$ cat config.mk
export PLATFORM = sky130hd
export DESIGN_NAME = positional_ordered_list
export DESIGN_NICKNAME = d
export VERILOG_FILES = /design/src/rtl/pol_pkg.sv /design/src/rtl/positional_ordered_list.sv /design/src/rtl/pol_ctrl.sv /design/src/rtl/pol_dp.sv
export SDC_FILE = /design/constraint.sdc
export NUM_CORES = 1
export LEC_CHECK = 0
export BUFFER_PORTS_ARGS = -buffer_cell sky130_fd_sc_hd__buf_4
export CAP_MARGIN = 30
export CORE_MARGIN = 2
export CORE_UTILIZATION = 34
export CTS_CLUSTER_SIZE = 30
export DETAILED_ROUTE_END_ITERATION = 8
export PLACE_DENSITY = 0.54
export REMOVE_ABC_BUFFERS = 1
export SYNTH_ARGS = -nofsm -noshare
export SYNTH_HDL_FRONTEND = slang
export SYNTH_HIERARCHICAL = 1
export SYNTH_SLANG_ARGS = --single-unit
$ cat constraint.sdc
create_clock -name clk -period 14.8 [get_ports clk]
set_clock_uncertainty 0.2 [all_clocks]
set_input_delay 1.48 -clock clk [delete_from_list [all_inputs] [get_ports clk]]
set_output_delay 1.48 -clock clk [all_outputs]
set_load 0.02 [all_outputs]
$ cat src/rtl/pol_pkg.sv
`default_nettype none
package pol_pkg;

  // Operation codes carried in the mode field
  localparam logic [2:0] MODE_APPEND     = 3'd0;
  localparam logic [2:0] MODE_INSERT     = 3'd1;
  localparam logic [2:0] MODE_REMOVE_POS = 3'd2;
  localparam logic [2:0] MODE_REMOVE_VAL = 3'd3;
  localparam logic [2:0] MODE_REPLACE    = 3'd4;
  localparam logic [2:0] MODE_READ       = 3'd5;
  localparam logic [2:0] MODE_FIND       = 3'd6;

  // Found index reported when nothing matched
  localparam logic [3:0] IDX_NONE = 4'hF;

  typedef struct packed {
    logic [2:0]         mode;
    logic [3:0]         position;
    logic signed [31:0] value;
  } in_item_t;

  typedef struct packed {
    logic               ok;
    logic signed [31:0] data_out;
    logic signed [3:0]  found_index;
    logic [3:0]         entry_count;
  } out_item_t;

  typedef enum logic [0:0] {
    ST_IDLE,
    ST_EXEC
  } state_t;

  // Controller to datapath commands
  typedef struct packed {
    logic load;
    logic exec;
  } dp_cmd_t;

endpackage
`default_nettype wire

$ cat src/rtl/positional_ordered_list.sv
// Channel   Ports                      Handshake
// input     in_item                    taken when start=1 and busy=0
// result    out_item                   shown for one cycle with out_strobe=1
//
// Each item is registered first and then executed across all cells in
// parallel; busy is high for the execute cycle only.
// The result appears the cycle after execute, while the next item may be taken.
// Reset (rst_n low, synchronous) empties the list; stored cells are not cleared.
// The receiver cannot stall: results are always taken on their strobe cycle.
`default_nettype none
module positional_ordered_list #(
  parameter int CAPACITY = 8
) (
  input  wire logic              clk,
  input  wire logic              rst_n,
  input  wire logic              start,
  output logic                   busy,
  input  wire pol_pkg::in_item_t in_item,
  output logic                   out_strobe,
  output pol_pkg::out_item_t     out_item
);

  pol_pkg::dp_cmd_t cmd;

  // Sequencer
  pol_ctrl u_ctrl (
    .clk        (clk),
    .rst_n      (rst_n),
    .start      (start),
    .busy       (busy),
    .out_strobe (out_strobe),
    .cmd        (cmd)
  );

  // Cells, search and result logic
  pol_dp #(
    .CAPACITY (CAPACITY)
  ) u_dp (
    .clk      (clk),
    .rst_n    (rst_n),
    .cmd      (cmd),
    .in_item  (in_item),
    .out_item (out_item)
  );

endmodule
`default_nettype wire

$ cat src/rtl/pol_ctrl.sv
`default_nettype none
module pol_ctrl (
  input  wire logic             clk,
  input  wire logic             rst_n,
  input  wire logic             start,
  output logic                  busy,
  output logic                  out_strobe,
  output pol_pkg::dp_cmd_t      cmd
);

  pol_pkg::state_t state_r;
  pol_pkg::state_t state_nxt;
  logic            strobe_r;
  logic            strobe_nxt;

  // Next state: take an item in idle, then execute it and return to idle
  always_comb begin
    state_nxt = state_r;
    case (state_r)
      pol_pkg::ST_IDLE: begin
        if (start) state_nxt = pol_pkg::ST_EXEC;
      end
      pol_pkg::ST_EXEC: begin
        state_nxt = pol_pkg::ST_IDLE;
      end
      default: state_nxt = pol_pkg::ST_IDLE;
    endcase
  end

  // Outputs
  always_comb begin
    busy     = 1'b0;
    cmd.load = 1'b0;
    cmd.exec = 1'b0;
    case (state_r)
      pol_pkg::ST_IDLE: begin
        cmd.load = start;
      end
      pol_pkg::ST_EXEC: begin
        busy     = 1'b1;
        cmd.exec = 1'b1;
      end
      default: busy = 1'b0;
    endcase
  end

  // Result strobe follows the execute cycle, in step with the output register
  assign strobe_nxt = cmd.exec;
  assign out_strobe = strobe_r;

  always_ff @(posedge clk) begin
    if (!rst_n) begin
      state_r  <= pol_pkg::ST_IDLE;
      strobe_r <= 1'b0;
    end else begin
      state_r  <= state_nxt;
      strobe_r <= strobe_nxt;
    end
  end

endmodule
`default_nettype wire

$ cat src/rtl/pol_dp.sv
`default_nettype none
module pol_dp #(
  parameter int CAPACITY = 8
) (
  input  wire logic              clk,
  input  wire logic              rst_n,
  input  wire pol_pkg::dp_cmd_t  cmd,
  input  wire pol_pkg::in_item_t in_item,
  output pol_pkg::out_item_t     out_item
);

  localparam int CW = $clog2(CAPACITY + 1);
  localparam int IW = $clog2(CAPACITY);
  localparam int XW = (CW > 4) ? CW : 4;

  pol_pkg::in_item_t  item_r;
  pol_pkg::out_item_t out_r;
  pol_pkg::out_item_t out_nxt;
  logic [31:0]        cells_r   [CAPACITY];
  logic [31:0]        cells_nxt [CAPACITY];
  logic [31:0]        up_src    [CAPACITY];
  logic [31:0]        dn_src    [CAPACITY];
  logic [CW-1:0]      count_r;
  logic [CW-1:0]      count_nxt;

  logic [XW-1:0]      pos_x;
  logic [XW-1:0]      cnt_x;
  logic [XW-1:0]      tgt_x;
  logic [IW-1:0]      tgt_i;
  logic [CAPACITY-1:0] match;
  logic               hit;
  logic [IW-1:0]      hit_idx;
  logic               full;
  logic               in_range;
  logic               do_ins;
  logic               do_del;
  logic               do_rep;

  assign pos_x    = XW'(item_r.position);
  assign cnt_x    = XW'(count_r);
  assign full     = (cnt_x == XW'(CAPACITY));
  assign in_range = (pos_x < cnt_x);

  // Sources for shifting up (insert) and down (remove)
  for (genvar g = 0; g < CAPACITY; g++) begin : g_src
    if (g == 0) begin : g_first
      assign up_src[g] = item_r.value;
    end else begin : g_rest
      assign up_src[g] = cells_r[g-1];
    end
    if (g == CAPACITY - 1) begin : g_last
      assign dn_src[g] = cells_r[g];
    end else begin : g_lower
      assign dn_src[g] = cells_r[g+1];
    end
  end

  // Compare every live cell against the value at once
  always_comb begin
    for (int i = 0; i < CAPACITY; i++) begin
      match[i] = (XW'(i) < cnt_x) && (cells_r[i] == item_r.value);
    end
  end

  // First matching position: lowest index wins
  always_comb begin
    hit     = 1'b0;
    hit_idx = '0;
    for (int i = CAPACITY - 1; i >= 0; i--) begin
      if (match[i]) begin
        hit     = 1'b1;
        hit_idx = IW'(i);
      end
    end
  end

  // Decode operation and target cell
  always_comb begin
    do_ins = 1'b0;
    do_del = 1'b0;
    do_rep = 1'b0;
    tgt_x  = pos_x;
    case (item_r.mode)
      pol_pkg::MODE_APPEND: begin
        tgt_x  = cnt_x;
        do_ins = !full;
      end
      pol_pkg::MODE_INSERT: begin
        do_ins = !full && (pos_x <= cnt_x);
      end
      pol_pkg::MODE_REMOVE_POS: begin
        do_del = in_range;
      end
      pol_pkg::MODE_REMOVE_VAL: begin
        tgt_x  = XW'(hit_idx);
        do_del = hit;
      end
      pol_pkg::MODE_REPLACE: begin
        do_rep = in_range;
      end
      default: tgt_x = pos_x;
    endcase
  end

  assign tgt_i = tgt_x[IW-1:0];

  // Cell update: shift up, shift down or overwrite one cell
  always_comb begin
    for (int i = 0; i < CAPACITY; i++) begin
      cells_nxt[i] = cells_r[i];
      if (do_ins) begin
        if (XW'(i) > tgt_x)       cells_nxt[i] = up_src[i];
        else if (XW'(i) == tgt_x) cells_nxt[i] = item_r.value;
      end else if (do_del) begin
        if (XW'(i) >= tgt_x)      cells_nxt[i] = dn_src[i];
      end else if (do_rep) begin
        if (XW'(i) == tgt_x)      cells_nxt[i] = item_r.value;
      end
    end
  end

  // Count and result
  always_comb begin
    count_nxt           = count_r;
    if (do_ins) count_nxt = count_r + CW'(1);
    else if (do_del) count_nxt = count_r - CW'(1);

    out_nxt.ok          = 1'b0;
    out_nxt.data_out    = '0;
    out_nxt.found_index = pol_pkg::IDX_NONE;
    case (item_r.mode)
      pol_pkg::MODE_APPEND, pol_pkg::MODE_INSERT: begin
        out_nxt.ok = do_ins;
      end
      pol_pkg::MODE_REMOVE_POS, pol_pkg::MODE_REMOVE_VAL: begin
        out_nxt.ok = do_del;
        if (do_del) out_nxt.data_out = cells_r[tgt_i];
      end
      pol_pkg::MODE_REPLACE: begin
        out_nxt.ok = do_rep;
      end
      pol_pkg::MODE_READ: begin
        out_nxt.ok = in_range;
        if (in_range) out_nxt.data_out = cells_r[tgt_i];
      end
      pol_pkg::MODE_FIND: begin
        out_nxt.ok = hit;
        if (hit) out_nxt.found_index = 4'(hit_idx);
      end
      default: out_nxt.ok = 1'b0;
    endcase
    out_nxt.entry_count = 4'(count_nxt);
  end

  assign out_item = out_r;

  // Item and result registers, storage cells
  always_ff @(posedge clk) begin
    if (cmd.load) item_r <= in_item;
    if (cmd.exec) begin
      out_r <= out_nxt;
      for (int i = 0; i < CAPACITY; i++) cells_r[i] <= cells_nxt[i];
    end
  end

  // Fill count
  always_ff @(posedge clk) begin
    if (!rst_n) begin
      count_r <= '0;
    end else if (cmd.exec) begin
      count_r <= count_nxt;
    end
  end

endmodule
`default_nettype wire

==> summary.md <==
| Metric | Value |
|---|---|
| Met2 Wirelength | between 40000 and 50000 um |
| Die ar. | 71800 um2 |
| Starting DRT DRC Count | between 2000 and 3000 |
| Final wirelength | 93900 um |
| #FFs+latches synth | 342 |
| Post-synthesis sequential area ratio | between 40% and 50% |
| Number of synthesized flops with an enable pin | 336 |
| Combinational power share | 17.1% |
| Antenna violations before repair | 1 |
| Most frequent cells in the layout | edfxtp_1 (336), mux2i_1 (256), nand2_1 (200) |
| Vias per Instance | 6.16 |
| Met3 WL post-DR | between 8000 and 9000 um |
| Postcts setup bufs | 0 |
| Ys Warns | 6 |
| Global-route wire length before repair | around 140000 um |
| PortBufs | 84 |
| Switching power | 0.805 mW |
| Area grow syn2layout | 11.3% |
| Worst Tran Pin Value | 0.977 ns |
| DRT Pass-1 Iters | 6 |
| Max-cap violations | 0 |
| Final TNS setup | 0 ns |
| Clock power frac | about two fifths |
| Layout Nets | 2354 |
| Rel. slew slack | roughly a third |
| Clk Latency, worst-skew pair | roughly 0.60 ns |
| Filler cells | 6816 |
| TritonCTS clock tree | built |
| Period utilization | a little under half |
| Yosys cell types | 65 |
| Critical path arrival | a little under 7 ns |
| Hold Crit Depth | 2 |
| Min Hold Slack | 0.425 ns |
| Unrepaired setup endpoints after global routing | false |
| Reg power frac | 43.6% |
| Pins Over Slew Limit | 0 |
| Final Cell Area | 26400 um2 |
| Clock Tree Root | clkbuf_16 |
| Switching share of power | 30.3% |
| Most common cell after layout, fill and taps aside | edfxtp_1 |
| Hold Crit Class | flip-flop to flip-flop |
| Syn Area/Cell | 10.1 um2 |
| Worst-path clk slew | 0.06 ns |
| WL/cell | about 29 um |
| Critical path class | flip-flop to flip-flop |
| Pint | 1.85 mW |
| Finish-stage setup viols | 0 |
| Synth Cell Area | approximately 24000 um2 |
| Required @ worst endpoint | 14.89 ns |
| Synth Instances | ~2300 |
| Core Footprint | 68800 um2 |
| Crit path max-delay cell type | edfxtp_1 |
| CP Capture Type | flip-flop |
| Final Hold Viols | 0 |
| Top FF cell, synth | edfxtp_1 |
| H-tree depth | 2 |
| CTS sink cnt | 342 |
| Final GP Congestion | 0.993 |
| Hold Path Origin | u_dp/cnt_x[1] |
| Core Rows | 96 |
| Status | finished, final reports clean |
| Kind of cell adding the most delay to the critical path | simple AND/OR/NAND/NOR gates |
| Crit path time final | 6.69 ns |
| Vias in the first global route | 19100 |
| Max Buffers Root-to-Sink | 3 |
| Antenna-violating nets left | 0 |
| HPWL Detailed | 63400 um |
| WP buf/inv | 2 |
| GRT Util Overall | between 20% and 30% |
| Worst reg-to-reg setup slack | approximately 8.1 ns |
| PwrDens | 101 nW/um2 |
| Initial Utilization | 34.4% |
| CP peak stage delay | a little under 0.9 ns |
| Fmax | 149 MHz |
| Worst R2R End | u_dp/cells_r[2][31] |
| Vias | 20100 |
| WL met1 | 39900 um |
| Post-CTS Resized | 0 |
| Placed Instance Area | 25000 um2 |
| Place WS | 8.28 ns |
| Peak supply drop | ~79 uV |
| Worst path cell trace | xor2_1, nor4_1, nand2_1, or4_1, nand4_1, o311a_4, buf_12, buf_4, or2_2, o21ai_0 |
| Reg-to-Reg Start | u_dp/item_r[17] |
| Post-synthesis async set-or-reset flop share | 0% |
| Leakage | around 8.9 nW |
| Total global routing overflow | 0 |
| I/O Pins | 85 |
| Largest net degree at the start of global routing | 132 |
| CTS hold repair buffers | 0 |
| Reg2Reg Depth | 10 |
| CP Launch Type | flip-flop |
| Hold worst-path end | u_dp/cnt_x[1] |
| Die width | 268 um |
| Number of buffers created by CTS | 43 |
| Layout cells sized above 1 | 12.3% |
| Number of diodes | 0 |
| Min setup slack post-route | 8.11 ns |
| Top sig layer | met4 |
| Residual DRC count | 0 |
| Worst-path maximum fanout | 131 |
| Die Y | 268 um |
[synth_stat cells (all sizes together) (49+ instances only)]
cell type	n	area, um2
a21oi	79	395
a22oi	132	991
buf	128	748
clkbuf	107	402
edfxtp	336	10100
inv	76	285
mux2i	256	2560
nand2	200	751
nand3	49	260
nand4	53	332
nor2	54	205
o211ai	98	736
o21ai	202	1010
xnor2	156	1370
xor2	109	955
[sequential cells by signal (all words and copies together), names as in the netlist]
register / count
u_ctrl/out_strobe: 1
u_ctrl/state_r: 1
u_dp/cells_r: 256
u_dp/cnt_x: 4
u_dp/item_r: 35
u_dp/out_item: 41
u_dp/pos_x: 4
[power by group through the flow]
stage,Combinational (mW),Clock (mW),Sequential (mW)
floorplan,0.259,0,1.18
global placement,0.438,0,1.18
detailed placement,0.446,0,1.18
CTS,0.447,1.06,1.16
global route,0.480,1.10,1.16
finish,0.455,1.04,1.16
[logic make-up after synthesis]
kind of cell	count (synthesis)	synth area share, %
mux	289	12.4
xor+xnor	265	9.80
compound gates	632	17.8
fa+ha+maj	8	0.423
buf+inv	311	6.06
flops	342	43.1
simple gates	502	10.4
[per-stage QoR]
stage	total power [mW]	std cells	utilization, %
after floorplan	1.44	2114	-
after global placement	1.62	3187	36.3
after detailed placement	1.62	3189	36.3
after CTS	2.66	3268	38.3
after global routing	2.74	3269	38.3
final	2.66	3269	38.3
[routing by layer]
layer	vias to the layer above	GRT usage, %
met5	-	0
met4	0	9.65
met3	170	3.74
met2	1145	39.8
met1	10100	36.1
li1	8752	-
[worst min-delay path, stage by stage (launching register included)]
cell and delay (ns):
dfxtp_1 0.38, o21ai_0 0.16, a21oi_1 0.04
[final cells by class]
type	instances	area (um2)	area share (%)
inverter	76	285	1.08
multi-input combinational	1696	12200	46.4
sequential	342	10200	38.7
clock inverter	28	168	0.636
tap	931	1160	4.42
clock buffer	51	1190	4.52
timing repair buffer	145	1120	4.24
[how the worst max path moves through the flow]
stage | from | end | depth (start not counted)
4_1_cts | u_dp/item_r[21] | u_dp/cells_r[3][9] | 12
6_report | u_dp/item_r[17] | u_dp/cells_r[2][31] | 10
3_5_place_dp | u_dp/item_r[21] | u_dp/cells_r[3][9] | 12
5_1_grt | u_dp/item_r[17] | u_dp/cells_r[1][11] | 10
2_1_floorplan | u_dp/item_r[11] | u_dp/cells_r[0][0] | 7
3_3_place_gp | u_dp/item_r[21] | u_dp/cells_r[2][0] | 10
Power figures use the tool's default switching activity.
